--- config.mk ---
export PLATFORM = sky130hd
export DESIGN_NAME = idle_stop_relay_sequencer_top
export DESIGN_NICKNAME = d
export VERILOG_FILES = /design/src/hdl/isrs_pkg.sv /design/src/hdl/idle_stop_relay_sequencer_top.sv
export VERILOG_INCLUDE_DIRS = /design/src /design/src/hdl
export SDC_FILE = /design/constraint.sdc
export NUM_CORES = 1
export LEC_CHECK = 0
export BUFFER_PORTS_ARGS = -buffer_cell sky130_fd_sc_hd__buf_2
export CAP_MARGIN = 25
export CORE_MARGIN = 5
export CORE_UTILIZATION = 65
export CTS_BUF_LIST = sky130_fd_sc_hd__clkbuf_8
export CTS_CLUSTER_DIAMETER = 50
export DETAILED_ROUTE_END_ITERATION = 16
export GPL_TIMING_DRIVEN = 0
export PLACE_DENSITY = 0.87
export SYNTH_ARGS = -nofsm -noshare
export SYNTH_HDL_FRONTEND = slang
export SYNTH_SLANG_ARGS = --single-unit
--- constraint.sdc ---
create_clock -name clk -period 9.3 [get_ports clk]
set_input_delay 0.465 -clock clk [delete_from_list [all_inputs] [get_ports clk]]
set_output_delay 0.465 -clock clk [all_outputs]
set_load 0.01 [all_outputs]
--- src/hdl/assert_macros.svh ---
// ---------------------------------------------------------------------------
// assert_macros.svh
// Concurrent assertion helpers, compiled out for synthesis
// ---------------------------------------------------------------------------
`ifndef ASSERT_MACROS_SVH
`define ASSERT_MACROS_SVH

`ifndef SYNTHESIS

// clocked check, quiet while reset is active (active-low reset)
`define ASSERT_RST(lbl, clk, rst_n, prop, msg) \
  lbl: assert property (@(posedge clk) disable iff (!rst_n) prop) else $error(msg);

// clocked check that also holds during reset
`define ASSERT_ALWAYS(lbl, clk, prop, msg) \
  lbl: assert property (@(posedge clk) prop) else $error(msg);

`else

`define ASSERT_RST(lbl, clk, rst_n, prop, msg)
`define ASSERT_ALWAYS(lbl, clk, prop, msg)

`endif

`endif

--- src/hdl/isrs_pkg.sv ---
// ---------------------------------------------------------------------------
// isrs_pkg
// Shared types and codes of the idle-stop relay sequencer
// ---------------------------------------------------------------------------
package isrs_pkg;

  // pulse timer reload value after reset
  localparam logic [7:0] PULSE_TICKS_RST = 8'd24;

  // pulse counter saturation and reset values
  localparam logic [2:0] COUNT_MAX = 3'd7;
  localparam logic [2:0] COUNT_RST = 3'd4;

  // power-take-off phases
  localparam logic [2:0] PTO_IDLE     = 3'd0;
  localparam logic [2:0] PTO_ENGAGED  = 3'd1;
  localparam logic [2:0] PTO_HELD     = 3'd2;
  localparam logic [2:0] PTO_RELEASE  = 3'd3;
  localparam logic [2:0] PTO_REL_ON   = 3'd4;
  localparam logic [2:0] PTO_REL_OFF  = 3'd5;

  // button sequence steps
  localparam logic [2:0] BTN_IDLE     = 3'd0;
  localparam logic [2:0] BTN_P1_HELD  = 3'd1;
  localparam logic [2:0] BTN_P1_REL   = 3'd2;
  localparam logic [2:0] BTN_P1_OFF   = 3'd3;
  localparam logic [2:0] BTN_WAIT     = 3'd4;
  localparam logic [2:0] BTN_P2_HELD  = 3'd5;
  localparam logic [2:0] BTN_P2_REL   = 3'd6;
  localparam logic [2:0] BTN_P2_OFF   = 3'd7;

  // one result
  typedef struct packed {
    logic       relay_on;
    logic [2:0] sequence_step;
    logic [2:0] pto_phase_out;
  } res_t;

endpackage

--- src/hdl/idle_stop_relay_sequencer_top.sv ---
// ---------------------------------------------------------------------------
// idle_stop_relay_sequencer_top
// Relay pulse sequencer for idle-stop button and power-take-off signals
// ---------------------------------------------------------------------------
// One request is one sample period (button, power-take-off, base tick). The
// block takes one request per clock while in_ready is high; the whole state
// update (pulse timer, saturating pulse counter, button and power-take-off
// sequences) is combinational and each request yields one registered result.
// A two-entry output buffer (result and skid registers) keeps input flowing
// for one more request while a result waits; after that in_ready drops until
// out_ready frees a slot. cfg_wr_data sets the timer length in base ticks
// (0 means 256); the user writes it only while idle, unchecked by the block.
`include "assert_macros.svh"

module idle_stop_relay_sequencer_top (
  input  logic       clk,
  input  logic       rst_n,
  // configuration
  input  logic       cfg_wr_en,
  input  logic [7:0] cfg_wr_data,
  // sample requests
  input  logic       in_valid,
  output logic       in_ready,
  input  logic       in_button_pressed,
  input  logic       in_pto_active,
  input  logic       in_tick,
  // results
  output logic       out_valid,
  input  logic       out_ready,
  output logic       out_relay_on,
  output logic [2:0] out_sequence_step,
  output logic [2:0] out_pto_phase_out
);
  import isrs_pkg::*;

  // configuration and sequencer state
  logic [7:0] pulse_ticks_r;
  logic [2:0] button_step_r, button_step_nxt;
  logic [2:0] pto_phase_r, pto_phase_nxt;
  logic       click_latch_r, click_latch_nxt;
  logic [2:0] pulse_count_r, pulse_count_nxt;
  logic       timer_armed_r, timer_armed_nxt;
  logic [7:0] timer_left_r, timer_left_nxt;
  logic       relay_level_r, relay_level_nxt;

  // output buffer
  logic       out_valid_r, out_valid_nxt;
  res_t       out_res_r, out_res_nxt;
  logic       skid_valid_r, skid_valid_nxt;
  res_t       skid_res_r, skid_res_nxt;

  logic       in_acc;
  logic       out_take;
  logic [7:0] left_dec;
  res_t       new_res;

  assign in_ready = !skid_valid_r;
  assign in_acc   = in_valid && in_ready;
  assign out_take = out_valid_r && out_ready;
  assign left_dec = timer_left_r - 8'd1;

  // configuration register
  always_ff @(posedge clk) begin
    if (!rst_n) begin
      pulse_ticks_r <= PULSE_TICKS_RST;
    end else if (cfg_wr_en) begin
      pulse_ticks_r <= cfg_wr_data;
    end
  end

  // one pass over the rules, each seeing the effects of those before it
  always_comb begin
    button_step_nxt = button_step_r;
    pto_phase_nxt   = pto_phase_r;
    click_latch_nxt = click_latch_r;
    pulse_count_nxt = pulse_count_r;
    timer_armed_nxt = timer_armed_r;
    timer_left_nxt  = timer_left_r;
    relay_level_nxt = relay_level_r;

    // pulse timer
    if (in_tick && timer_armed_r) begin
      timer_left_nxt = left_dec;
      if (left_dec == 8'd0) begin
        timer_armed_nxt = 1'b0;
        if (pulse_count_r < COUNT_MAX) begin
          pulse_count_nxt = pulse_count_r + 3'd1;
        end
      end
    end

    // power-take-off engage
    if (in_pto_active && button_step_nxt == BTN_IDLE && pto_phase_nxt == PTO_IDLE
        && pulse_count_nxt == 3'd4) begin
      relay_level_nxt = 1'b1;
      pulse_count_nxt = 3'd0;
      pto_phase_nxt   = PTO_ENGAGED;
      timer_armed_nxt = 1'b1;
      timer_left_nxt  = pulse_ticks_r;
    end
    if (!in_pto_active && pto_phase_nxt == PTO_ENGAGED) begin
      click_latch_nxt = 1'b1;
    end
    if (button_step_nxt == BTN_IDLE && pto_phase_nxt == PTO_ENGAGED
        && pulse_count_nxt == 3'd1) begin
      relay_level_nxt = 1'b0;
      pto_phase_nxt   = PTO_HELD;
      timer_armed_nxt = 1'b1;
      timer_left_nxt  = pulse_ticks_r;
      if (click_latch_nxt) begin
        pto_phase_nxt   = PTO_RELEASE;
        click_latch_nxt = 1'b0;
      end
    end

    // power-take-off release
    if (!in_pto_active && pto_phase_nxt == PTO_HELD) begin
      pto_phase_nxt = PTO_RELEASE;
    end
    if (button_step_nxt == BTN_IDLE && pto_phase_nxt == PTO_RELEASE
        && pulse_count_nxt == 3'd2) begin
      relay_level_nxt = 1'b1;
      pto_phase_nxt   = PTO_REL_ON;
      timer_armed_nxt = 1'b1;
      timer_left_nxt  = pulse_ticks_r;
    end
    if (button_step_nxt == BTN_IDLE && pto_phase_nxt == PTO_REL_ON
        && pulse_count_nxt == 3'd3) begin
      relay_level_nxt = 1'b0;
      pto_phase_nxt   = PTO_REL_OFF;
      timer_armed_nxt = 1'b1;
      timer_left_nxt  = pulse_ticks_r;
    end
    if (!in_pto_active && pto_phase_nxt == PTO_REL_OFF && pulse_count_nxt == 3'd4) begin
      pto_phase_nxt = PTO_IDLE;
    end

    // button sequence, first pulse
    if (in_button_pressed && button_step_nxt == BTN_IDLE && pulse_count_nxt == 3'd4
        && !click_latch_nxt && pto_phase_nxt == PTO_IDLE) begin
      relay_level_nxt = 1'b1;
      pulse_count_nxt = 3'd0;
      click_latch_nxt = 1'b1;
      button_step_nxt = BTN_P1_HELD;
      timer_armed_nxt = 1'b1;
      timer_left_nxt  = pulse_ticks_r;
    end
    if (!in_button_pressed && button_step_nxt == BTN_P1_HELD && pto_phase_nxt == PTO_IDLE) begin
      button_step_nxt = BTN_P1_REL;
    end
    if (pulse_count_nxt == 3'd1 && button_step_nxt == BTN_P1_REL
        && pto_phase_nxt == PTO_IDLE) begin
      relay_level_nxt = 1'b0;
      click_latch_nxt = 1'b0;
      button_step_nxt = BTN_P1_OFF;
      timer_armed_nxt = 1'b1;
      timer_left_nxt  = pulse_ticks_r;
    end
    if (!in_button_pressed && pulse_count_nxt == 3'd2 && button_step_nxt == BTN_P1_OFF
        && pto_phase_nxt == PTO_IDLE) begin
      button_step_nxt = BTN_WAIT;
    end

    // power-take-off watch while waiting for the second press
    if (in_pto_active && button_step_nxt == BTN_WAIT && pto_phase_nxt == PTO_IDLE) begin
      pto_phase_nxt = PTO_ENGAGED;
    end
    if (!in_pto_active && button_step_nxt == BTN_WAIT && pto_phase_nxt == PTO_ENGAGED) begin
      pto_phase_nxt = PTO_IDLE;
    end

    // button sequence, second pulse
    if (in_button_pressed && button_step_nxt == BTN_WAIT && pulse_count_nxt == 3'd2
        && pto_phase_nxt == PTO_IDLE) begin
      relay_level_nxt = 1'b1;
      button_step_nxt = BTN_P2_HELD;
      timer_armed_nxt = 1'b1;
      timer_left_nxt  = pulse_ticks_r;
    end
    if (!in_button_pressed && button_step_nxt == BTN_P2_HELD && pto_phase_nxt == PTO_IDLE) begin
      button_step_nxt = BTN_P2_REL;
    end
    if (pulse_count_nxt == 3'd3 && button_step_nxt == BTN_P2_REL
        && pto_phase_nxt == PTO_IDLE) begin
      relay_level_nxt = 1'b0;
      button_step_nxt = BTN_P2_OFF;
      timer_armed_nxt = 1'b1;
      timer_left_nxt  = pulse_ticks_r;
    end
    if (!in_button_pressed && pulse_count_nxt == 3'd4 && button_step_nxt == BTN_P2_OFF
        && pto_phase_nxt == PTO_IDLE) begin
      button_step_nxt = BTN_IDLE;
    end
  end

  // sequencer state advances on each accepted request
  always_ff @(posedge clk) begin
    if (!rst_n) begin
      button_step_r <= BTN_IDLE;
      pto_phase_r   <= PTO_IDLE;
      click_latch_r <= 1'b0;
      pulse_count_r <= COUNT_RST;
      timer_armed_r <= 1'b0;
      timer_left_r  <= 8'd0;
      relay_level_r <= 1'b0;
    end else if (in_acc) begin
      button_step_r <= button_step_nxt;
      pto_phase_r   <= pto_phase_nxt;
      click_latch_r <= click_latch_nxt;
      pulse_count_r <= pulse_count_nxt;
      timer_armed_r <= timer_armed_nxt;
      timer_left_r  <= timer_left_nxt;
      relay_level_r <= relay_level_nxt;
    end
  end

  assign new_res = '{relay_on: relay_level_nxt, sequence_step: button_step_nxt,
                     pto_phase_out: pto_phase_nxt};

  // result register with skid slot
  always_comb begin
    out_valid_nxt  = out_valid_r;
    out_res_nxt    = out_res_r;
    skid_valid_nxt = skid_valid_r;
    skid_res_nxt   = skid_res_r;
    if (!out_valid_r || out_take) begin
      if (skid_valid_r) begin
        out_valid_nxt  = 1'b1;
        out_res_nxt    = skid_res_r;
        skid_valid_nxt = 1'b0;
      end else if (in_acc) begin
        out_valid_nxt = 1'b1;
        out_res_nxt   = new_res;
      end else begin
        out_valid_nxt = 1'b0;
      end
    end else if (in_acc) begin
      skid_valid_nxt = 1'b1;
      skid_res_nxt   = new_res;
    end
  end

  always_ff @(posedge clk) begin
    if (!rst_n) begin
      out_valid_r  <= 1'b0;
      skid_valid_r <= 1'b0;
    end else begin
      out_valid_r  <= out_valid_nxt;
      skid_valid_r <= skid_valid_nxt;
    end
  end

  always_ff @(posedge clk) begin
    out_res_r  <= out_res_nxt;
    skid_res_r <= skid_res_nxt;
  end

  assign out_valid         = out_valid_r;
  assign out_relay_on      = out_res_r.relay_on;
  assign out_sequence_step = out_res_r.sequence_step;
  assign out_pto_phase_out = out_res_r.pto_phase_out;

  // checks
  `ASSERT_RST(a_acc_gives_result, clk, rst_n, in_acc |=> out_valid_r, "accepted request left no result")
  `ASSERT_RST(a_state_holds_idle, clk, rst_n, !in_acc |=> $stable(relay_level_r) && $stable(pulse_count_r), "state moved without a request")
  `ASSERT_RST(a_phase_range, clk, rst_n, pto_phase_r <= PTO_REL_OFF, "power-take-off phase out of range")
  `ASSERT_RST(a_step_phase, clk, rst_n, button_step_r != BTN_IDLE |-> pto_phase_r <= PTO_ENGAGED, "button sequence overlaps power-take-off release")
  `ASSERT_RST(a_skid_only_full, clk, rst_n, skid_valid_r |-> out_valid_r, "skid slot filled ahead of result register")

endmodule

* Yosys cells after proc, flatten, opt, wreduce, memory -nomap -nowiden
Cells that the tools add are included.
** Operators by class
- $add $sub $neg :: 2
- $lt $le $gt $ge :: 1
- Eq/ne operators :: 22
- Multiplexer cells :: 57
- Bitwise operators :: 2
- Reduce and logical (&&, ||, !) cells :: 60
** Operators with widths (number)
- $mux 8 :: 9
- $mux 3 :: 21
- $logic_and 1x1->1 :: 41
- $eq 3x3->1 const B :: 9
- $mux 1 :: 25
- $eq 3x2->1 const B :: 8
- $reduce_bool 9->1 :: 2
- $eq 3x1->1 const B :: 5
- $mux 7 :: 2
- $logic_not 3->1 :: 4
- $logic_not 8->1 :: 1
- $sub 8x1->8 const B :: 1
- $reduce_and 2->1 :: 3
- $logic_not 1->1 :: 5
- $add 3x1->3 const B :: 1
- $lt 3x3->1 const B :: 1
- $reduce_and 3->1 :: 1
- $not 1->1 :: 2
- $reduce_bool 2->1 :: 1
- $reduce_or 2->1 :: 1
- $logic_or 1x1->1 :: 1
** Storage, ports and cells
- Flip-flop bits (word level) :: 44
- Input port bits :: 16
- Output and inout port bits :: 9

* Depth between registers and ports, before layout
Gate-level depths: netlist of the first run.
- Depth after elaboration :: 66
- Gate-level depth with buffers :: 16
- Gate-level depth less buffers :: 14

* Worst setup path before layout of the first run
No wires, ideal clock.
- Kind :: reg-to-reg
- Start :: reg timer_left_r[0]
- End :: reg timer_left_r[0]
- Library setup time :: 0.117 ns
- Arrival :: 3.821 ns
- Data required time :: 9.183 ns
- Slack :: 5.362 ns
- Stages on the path, launching flop included :: 16
- Buffers on the path :: 1
- Clock period less this slack :: 3.938 ns
- Cell sequence :: dfxtp_1 -> inv_1 -> ha_1 -> nand2_1 -> or4b_1 -> o311a_2 -> or3_4 -> a2111o_1 -> o41a_2 -> o41ai_2 -> a221oi_2 -> or3_1 -> o311ai_1 -> buf_6 -> o21bai_1 -> o2bb2ai_1
** Between the ends
- Word-level cells in the longest chain between the ends :: 61
- Elaborated cells between the ends (all ways) :: 89
** Ends and longest elaborated chain
- from (decl) :: RTL line idle_stop_relay_sequencer_top.sv:43 : logic [7:0] timer_left_r, timer_left_nxt;
- from (signal assigned) :: RTL line idle_stop_relay_sequencer_top.sv:212 : timer_left_r <= timer_left_nxt;
- $sub 8x1->8 * :: RTL line idle_stop_relay_sequencer_top.sv:60 : assign left_dec = timer_left_r - 8'd1;
- $logic_not 8->1 :: RTL line idle_stop_relay_sequencer_top.sv:84 : if (left_dec == 8'd0) begin
- $mux 3 :: RTL line idle_stop_relay_sequencer_top.sv:84
- $mux 3 :: RTL line idle_stop_relay_sequencer_top.sv:82 : if (in_tick && timer_armed_r) begin
- $eq 3x3->1 :: RTL line idle_stop_relay_sequencer_top.sv:94 : && pulse_count_nxt == 3'd4) begin
- $logic_and 1x1->1 :: RTL line idle_stop_relay_sequencer_top.sv:94
- $mux 3 :: RTL line idle_stop_relay_sequencer_top.sv:93 : if (in_pto_active && button_step_nxt == BTN_IDLE && pto_phase_nxt == PTO_IDLE
- $eq 3x1->1 :: RTL line idle_stop_relay_sequencer_top.sv:101, idle_stop_relay_sequencer_top.sv:104
- (+44 left out)
- $eq 3x3->1 :: RTL line idle_stop_relay_sequencer_top.sv:180 : if (!in_button_pressed && button_step_nxt == BTN_P2_HELD && pto_phase_nxt == PTO_IDLE) begin
- $logic_and 1x1->1 (2 in series) :: RTL line idle_stop_relay_sequencer_top.sv:180
- $mux 3 :: RTL line idle_stop_relay_sequencer_top.sv:180
- $eq 3x3->1 :: RTL line idle_stop_relay_sequencer_top.sv:183 : if (pulse_count_nxt == 3'd3 && button_step_nxt == BTN_P2_REL
- $logic_and 1x1->1 :: RTL line idle_stop_relay_sequencer_top.sv:183
- $logic_and 1x1->1 :: RTL line idle_stop_relay_sequencer_top.sv:184 : && pto_phase_nxt == PTO_IDLE) begin
- $reduce_bool 9->1 (no line)
- $reduce_and 2->1 (no line)
Every way passes the cells marked *; elsewhere a longest branch is shown, timed or not. The select of a mux whose other input is x is not followed.
A chain may end at the register's enable or synchronous reset.

* Worst setup path in the final report of the first run
- Start :: reg timer_left_r[1]
- End :: reg timer_armed_r
** Between the ends
- Word-level cells in the longest chain between the ends :: 61
- Elaborated cells between the ends (all ways) :: 89
** Ends and longest elaborated chain
- $sub 8x1->8 * :: RTL line idle_stop_relay_sequencer_top.sv:60
- $logic_not 8->1 * :: RTL line idle_stop_relay_sequencer_top.sv:84
- $mux 3 :: RTL line idle_stop_relay_sequencer_top.sv:84
- $mux 3 :: RTL line idle_stop_relay_sequencer_top.sv:82
- $eq 3x3->1 :: RTL line idle_stop_relay_sequencer_top.sv:94
- $logic_and 1x1->1 :: RTL line idle_stop_relay_sequencer_top.sv:94
- $mux 3 :: RTL line idle_stop_relay_sequencer_top.sv:93
- $eq 3x1->1 :: RTL line idle_stop_relay_sequencer_top.sv:101, idle_stop_relay_sequencer_top.sv:104
- (+44 left out)
- $eq 3x3->1 :: RTL line idle_stop_relay_sequencer_top.sv:180
- $logic_and 1x1->1 (2 in series) :: RTL line idle_stop_relay_sequencer_top.sv:180
- $mux 3 :: RTL line idle_stop_relay_sequencer_top.sv:180
- $eq 3x3->1 :: RTL line idle_stop_relay_sequencer_top.sv:183
- $logic_and 1x1->1 :: RTL line idle_stop_relay_sequencer_top.sv:183
- $logic_and 1x1->1 :: RTL line idle_stop_relay_sequencer_top.sv:184
- $reduce_bool 9->1 (no line)
- $reduce_and 3->1 (no line)
- to (signal assigned) :: RTL line idle_stop_relay_sequencer_top.sv:211 : timer_armed_r <= timer_armed_nxt;
- to (decl) :: RTL line idle_stop_relay_sequencer_top.sv:42 : logic timer_armed_r, timer_armed_nxt;
Every way passes the cells marked *; elsewhere a longest branch is shown, timed or not.

==> impl_metrics.env, run 1 <==
export IMPL_maxCapViolCount=0
export IMPL_die_y_um=76.2
export IMPL_layout_min_cycle_time_ns=4.52
export IMPL_drt_iter0_drc=307
export IMPL_crit_fanout=10
export IMPL_worst_path_stages=16
export IMPL_hold_viol=0
export IMPL_synth_most_common_cell="nand2_1"
export IMPL_clock_sinks=44
export IMPL_syn_to_final_growth_pct=9.65
export IMPL_ctsResizeCount=0
export IMPL_synth_top_area_cell="dfxtp_1"
export IMPL_clock_skew_ns=0.00582
export IMPL_clkTransAtPathRegs_ns=0.09
export IMPL_critPathTopFamily="compound AO/OA/AOI/OAI gates"
export IMPL_synth_main_ff_cell="dfxtp_1"
export IMPL_dieArea_um2=5810
export IMPL_rrSetupSlack_ns=4.78
export IMPL_drive_above_1_share_pct=17.4
export IMPL_post_cts_buffers=0
export IMPL_arrival_ns=4.69
export IMPL_crit_buf_inv=3
export IMPL_core_area_um2=4290
export IMPL_dp_cells=400
export IMPL_power_leakage_nw=1.28
export IMPL_antenna_left=0
export IMPL_vias_per_cell=6.48
export IMPL_hold_slack_ns=0.387
export IMPL_synth_edf_count=14
export IMPL_power_density_nw_per_um2=149
export IMPL_cts_buffer_depth=2
export IMPL_synth_area_um2=2850
export IMPL_syn_num_nets=344
export IMPL_stdcell_count=408
export IMPL_postCtsHoldBufs=0
export IMPL_cpMostUsedCell="nor2_1"
export IMPL_max_slew_margin_pct=45.1
export IMPL_min_delay_path_depth=3
export IMPL_rsz0062_at_grt="no"
export IMPL_cts_root_buf="clkbuf_8"
export IMPL_hold_end="pulse_ticks_r[4]$_SDFFE_PN1P_"
export IMPL_ys_warn_count=0
export IMPL_grt_pass1_wl_um=11800
export IMPL_wl_per_cell_um=16.7
export IMPL_seq_area_frac_synth_pct=35.8
export IMPL_grt_start_max_net_pins=17
export IMPL_vias=2643
export IMPL_synth_area_leaders="dfxtp_1 21%, edfxtp_1 15%, nand2_1 5.4%"
export IMPL_finish_utilization_pct=72.8
export IMPL_clkLatencyLatePin_ns=0.30
export IMPL_gp_congestion=0.947
export IMPL_p_total_w=0.000467
export IMPL_fmax_mhz=221
export IMPL_first_global_vias=2574
export IMPL_cp_start_kind="register"
export IMPL_rr_endpoint="timer_armed_r$_SDFFE_PN0P_"
export IMPL_synth_cells=325
export IMPL_vdd_drop_max_v=0.000132
export IMPL_num_rows=24
export IMPL_synth_top_area_share_pct=21.1
export IMPL_crit_slowest_cell="a211oi_4"
export IMPL_crit_chain="inv_1 -> ha_1 -> nor2_1 -> a31oi_1 -> or3_1 -> clkbuf_1 -> or3_4 -> a2111o_1 -> o41a_2 -> o31ai_1 -> a21bo_1 -> mux2i_2 -> a211oi_4 -> buf_6 -> a2bb2oi_1 -> nor2_1"
export IMPL_finalSetupTns_ns=0
export IMPL_critPathKind="reg -> reg"
export IMPL_yosysUniqueCellTypes=74
export IMPL_grt_overflow_total=0
export IMPL_cts_max_level=2
export IMPL_r2r_start="timer_left_r[1]$_SDFFE_PN0P_"
export IMPL_routed_wl_um=6820
export IMPL_worstSetupEndpointType="register"
export IMPL_async_flop_share_pct=0
export IMPL_required_ns=9.48
export IMPL_drv_slew=0
export IMPL_antenna_found_initial=0
export IMPL_post_route_period_util_pct=48.6
export IMPL_hold_path_startpoint="cfg_wr_data[4]"
export IMPL_setup_viol=0
export IMPL_numCtsBuffers=5
export IMPL_synth_common_cells="41 x nand2_1, 32 x nor2_1, 30 x dfxtp_1, 15 x clkbuf_1"
export IMPL_n_antenna_cell=0
export IMPL_synth_seq_cells=44
export IMPL_pin_count=25
export IMPL_hp_class="in -> reg"
export IMPL_initial_utilization_pct=66.4
export IMPL_status="completed"
export IMPL_dp_hpwl_um=5100
export IMPL_port_buffers=23
export IMPL_track_usage_pct=23.9
export IMPL_drt_pass1_iterations=5
export IMPL_cts_tree="done"
export IMPL_drc=0
export IMPL_reg2reg_depth=16
export IMPL_tightest_slew_ns=0.816
export IMPL_syn_avg_cell_area_um2=8.77
export IMPL_critical_path_max_stage_delay_ns=0.60
export IMPL_chipWidth_um=76.2
export IMPL_nets=374
==> power breakdown <==
group          switching, W  internal, W  total, W
logic             0.0000712    0.0000498  0.000121
registers        0.00000906     0.000211  0.000220
clock network     0.0000707    0.0000553  0.000126
==> worst max-delay path by stage <==
stage                                             from                           end  slack (ns)
after floorplan           timer_left_r[0]$_SDFFE_PN0P_  timer_left_r[0]$_SDFFE_PN0P_        5.36
after global placement    timer_left_r[0]$_SDFFE_PN0P_    timer_armed_r$_SDFFE_PN0P_        4.93
after detailed placement  timer_left_r[0]$_SDFFE_PN0P_    timer_armed_r$_SDFFE_PN0P_        4.85
after CTS                 timer_left_r[0]$_SDFFE_PN0P_    timer_armed_r$_SDFFE_PN0P_        4.82
after global routing      timer_left_r[0]$_SDFFE_PN0P_    timer_armed_r$_SDFFE_PN0P_        4.50
final                     timer_left_r[1]$_SDFFE_PN0P_    timer_armed_r$_SDFFE_PN0P_        4.78
==> logic make-up after synthesis <==
family	share of synthesized area, %
flip-flops	35.8
buffers and inverters	4.74
AO/OA/AOI/OAI	26.0
multiplexers	6.98
adder cells (fa/ha/maj)	1.32
AND/OR/NAND/NOR	25.2
==> per-layer routing <==
layer	routed length, µm	GRT usage (%)
met4	116	9.09
met3	409	3.90
met5	0	0
met2	3250	38.8
met1	3050	31.7
==> sequential cells by signal, indices dropped and copies added (netlist names) <==
signal,flops
pulse_ticks_r,8
timer_left_r,8
skid_res_r,7
button_step_r,3
out_pto_phase_out,3
out_sequence_step,3
pto_phase_r,3
pulse_count_r,3
click_latch_r,1
out_relay_on,1
out_valid,1
relay_level_r,1
skid_valid_r,1
timer_armed_r,1
==> worst reg2reg max path, cell delays in order (launching register included) <==
cell and delay (ns):
dfxtp_1 0.48, inv_1 0.10, ha_1 0.25, nor2_1 0.10, a31oi_1 0.12, or3_1 0.32
clkbuf_1 0.19, or3_4 0.39, a2111o_1 0.49, o41a_2 0.18, o31ai_1 0.43, a21bo_1 0.18
mux2i_2 0.12, a211oi_4 0.60, buf_6 0.23, a2bb2oi_1 0.17, nor2_1 0.05
==> per-stage QoR <==
stage	setup slack, ns	cell area [µm²]
CTS	4.82	3130
global route	4.50	3130
detailed placement	4.85	3030
finish	4.78	3130
global placement	4.93	3030
floorplan	5.36	2850
==> cell type report <==
type                       count  area [µm²]
buffer                        18        82.6
inverter                      14        52.6
tap                           52        65.1
clock inverter                 3        26.3
multi-input combinational    249        1700
fill                         319        1170
sequential                    44        1020
timing repair buffer          23         115
clock buffer                   5        68.8
==> placed cells by master, fill, tap and decap left out, drive strengths merged, types with 5 or more instances in the layout <==
master	synthesis	final
a211oi	6	6
a21oi	14	14
buf	3	26
clkbuf	15	20
dfxtp	30	30
edfxtp	14	14
inv	13	15
mux2i	15	15
nand2	41	41
nand3	9	9
nor2	34	34
nor2b	6	6
nor3	10	10
o21a	6	6
o21ai	14	14
o22ai	5	5
o31ai	6	6
or3	9	9
(Power assumes the default switching activity.)
==> inputs of run 2 (changes only) <==
- ABC_AREA: not set -> 1
- CORE_UTILIZATION: 65 -> 57
- PLACE_DENSITY: 0.87 -> 0.8
- clock period: 9.3 -> 3.8 ns (I/O delays scaled with it)
==> impl_metrics.env, run 2 <==
export IMPL_status="finished with violations"
export IMPL_violations="negative setup slack"
export IMPL_crit_slowest_cell="dfxtp_2"
export IMPL_p_int_w=0.00105
export IMPL_seq_area_um2=1020
export IMPL_async_flop_share_pct=0
export IMPL_syn_num_nets=553
export IMPL_synth_seq_cells=44
export IMPL_required_ns=4.04
export IMPL_hp_class="in -> reg"
export IMPL_initial_utilization_pct=57.9
export IMPL_post_route_period_util_pct=137
export IMPL_fmax_mhz=192
export IMPL_max_slew_margin_pct=46.3
export IMPL_cpMostUsedCell="nand2_4"
export IMPL_gp_congestion=0.985
export IMPL_synth_top_family_by_area="simple AND/OR/NAND/NOR gates"
export IMPL_cp_start_kind="register"
export IMPL_synth_top_area_cell="dfxtp_1"
export IMPL_p_comb_share_pct=48.6
export IMPL_use_met2_pct=51.4
export IMPL_synth_simple_area_share_pct=39.5
export IMPL_synth_edf_count=14
export IMPL_cts_buffer_depth=2
export IMPL_synth_cells=534
export IMPL_globalRouteMet3Util_pct=4.82
export IMPL_numCtsBuffers=5
export IMPL_synth_common_cells="144 x nand2_1, 80 x o21ai_0, 60 x inv_1, 38 x nor2_1, 30 x dfxtp_1"
export IMPL_arrival_ns=5.44
export IMPL_grt_pass1_wl_um=18500
export IMPL_synth_mux_area_share_pct=0
export IMPL_antenna_left=0
export IMPL_crit_fanout=10
export IMPL_synth_main_ff_cell="dfxtp_1"
export IMPL_dieArea_um2=7630
export IMPL_p_seq_share_pct=30.4
export IMPL_num_rows=28
export IMPL_switching_share_pct=42.5
export IMPL_syn_to_final_growth_pct=37.7
export IMPL_synth_most_common_cell="nand2_1"
export IMPL_synth_compound_area_share_pct=19.2
export IMPL_power_density_nw_per_um2=388
export IMPL_cts_root_buf="clkbuf_8"
export IMPL_critical_path_max_stage_delay_ns=0.37
export IMPL_layout_setup_ws_ns=-1.40
export IMPL_n_antenna_cell=0
export IMPL_port_buffers=24
export IMPL_p_clk_share_pct=21.0
export IMPL_critPathKind="reg -> reg"
export IMPL_dp_hpwl_um=6810
export IMPL_setup_viol=26
export IMPL_power_switching_w=0.000774
export IMPL_drt_pass1_iterations=8
export IMPL_layout_min_cycle_time_ns=5.20
export IMPL_synth_top_area_share_pct=17.6
export IMPL_clock_sinks=44
export IMPL_power_leakage_nw=2.29
export IMPL_hold_viol=0
export IMPL_clkTransAtPathRegs_ns=0.09
export IMPL_reg_top3="pulse_ticks_r: 8 flops, timer_left_r: 8 flops, skid_res_r: 7 flops"
export IMPL_clkLatencyLatePin_ns=0.31
export IMPL_layout_common_cells="124 x nand2_1, 75 x o21ai_0, 55 x inv_1"
export IMPL_postCtsHoldBufs=0
export IMPL_grtUsageMet1_pct=38.7
export IMPL_dp_cells=633
export IMPL_tightest_slew_ns=0.799
export IMPL_grt_overflow_total=0
export IMPL_wl_per_cell_um=18.2
export IMPL_ys_warn_count=0
export IMPL_pin_count=25
export IMPL_first_global_vias=3809
export IMPL_grt_busiest_layer="met2"
export IMPL_cts_tree="done"
export IMPL_drive_above_1_share_pct=34.4
export IMPL_antenna_found_initial=0
export IMPL_vdd_drop_max_v=0.000269
export IMPL_syn_avg_cell_area_um2=6.38
export IMPL_cts_max_level=2
export IMPL_vias_per_cell=6.26
export IMPL_synth_area_um2=3410
export IMPL_rsz0062_at_grt="yes"
export IMPL_die_y_um=87.3
export IMPL_seq_area_frac_synth_pct=29.9
export IMPL_routed_wl_um=12700
export IMPL_synth_xor_area_share_pct=0
export IMPL_layout_commonest_cell="nand2_1"
export IMPL_drt_iter0_drc=611
export IMPL_track_usage_pct=30.5
export IMPL_yosysUniqueCellTypes=35
export IMPL_multi_input_area_um2=2540
export IMPL_chipWidth_um=87.3
export IMPL_nets=637
export IMPL_drv_slew=0
export IMPL_synth_area_leaders="dfxtp_1 18%, nand2_1 16%, edfxtp_1 12%"
export IMPL_grt_start_max_net_pins=16
export IMPL_post_place_ws_ns=-1.32
export IMPL_maxCapViolCount=0
export IMPL_core_area_um2=5890
export IMPL_worstSetupEndpointType="register"
export IMPL_clock_skew_ns=0.0123
export IMPL_n_fill_cell=374
export IMPL_vias=4342
export IMPL_drc=0
export IMPL_stdcell_count=694
export IMPL_synth_adder_area_share_pct=1.10
export IMPL_rrSetupSlack_ns=-1.40
## run 2: cell types whose count changed after synthesis, sizes merged, moves of 6 or more
| cell | before | now |
|---|---|---|
| nand3 | 9 | 34 |
| nor2 | 34 | 46 |
| o21a | 6 | 0 |
| nand2 | 41 | 171 |
| nor2b | 6 | 0 |
| a211oi | 6 | 0 |
| inv | 13 | 64 |
| o21ai | 14 | 91 |
| or3 | 9 | 0 |
| o31ai | 6 | 0 |
| nand4 | 2 | 13 |
| mux2i | 15 | 0 |
| a21oi | 14 | 30 |
## run 2: cell families after synthesis
group	Yosys count
compound gates	125
fa+ha+maj	3
buf+inv	84
flops	44
simple gates	278
## run 2: final cells by class
cell class	count	area share (%)
Buffer	19	2.61
Clock buffer	5	1.47
Clock inverter	3	0.986
Inverter	65	5.47
Multi-Input combinational cell	406	54.1
Sequential cell	44	21.8
Tap cell	75	2.00
Timing Repair Buffer	77	11.5
## run 2: worst max-delay path, delay by kind of cell (launching register included)
family,cells,cell delay [ns]
and+or+nand+nor,25,3.02
buffers and inverters,6,0.79
DFF,1,0.37
adders and majority gates,1,0.18
AOI/OAI and AO/OA,5,0.76
## run 2: final timing paths
| path | end | from | cells past startpoint |
|---|---|---|---|
| hold / removal | pulse_ticks_r[4]$_SDFFE_PN1P_ | cfg_wr_data[4] | 3 |
| setup reg to reg | timer_left_r[2]$_SDFFE_PN0P_ | timer_left_r[1]$_SDFFE_PN0P_ | 37 |
| setup / recovery | timer_left_r[2]$_SDFFE_PN0P_ | timer_left_r[1]$_SDFFE_PN0P_ | 37 |
| hold reg to reg | timer_armed_r$_SDFFE_PN0P_ | timer_armed_r$_SDFFE_PN0P_ | 2 |
## run 2: stage by stage
stage	power, W	hold slack (ns)	instance area [µm²]	utilization, %	setup TNS [ns]
6_report	0.00182	0.100	4690	79.7	-28.59
5_1_grt	0.00192	0.119	4690	79.7	-33.03
4_1_cts	0.00164	0.0967	4280	72.8	-20.35
3_5_place_dp	0.00118	0.409	3680	62.6	-26.39
3_3_place_gp	0.00116	0.405	3680	62.6	-22.49
2_1_floorplan	0.00105	0.305	3470	-	-7.40
## run 2: power by group through the flow
stage	registers (W)	logic [W]	clock network, W
4_1_cts	0.000549	0.000710	0.000377
5_1_grt	0.000557	0.000963	0.000397
6_report	0.000554	0.000885	0.000383
3_3_place_gp	0.000558	0.000606	0
2_1_floorplan	0.000559	0.000491	0
3_5_place_dp	0.000560	0.000623	0
## run 2: what timing repair did
item                                    CTS  global route
buffers inserted                         36            20
resized for setup                        48            71
endpoints found under the setup margin   26            26
pin swaps                                39            41
gates cloned                              2             1
## run 2: metal layers
| metal | vias to the layer above | part of all wire (%) |
|---|---|---|
| met5 | - | 0 |
| met4 | 0 | 7.1 |
| met3 | 121 | 11 |
| met2 | 366 | 45 |
| met1 | 1939 | 37 |
| li1 | 1916 | - |
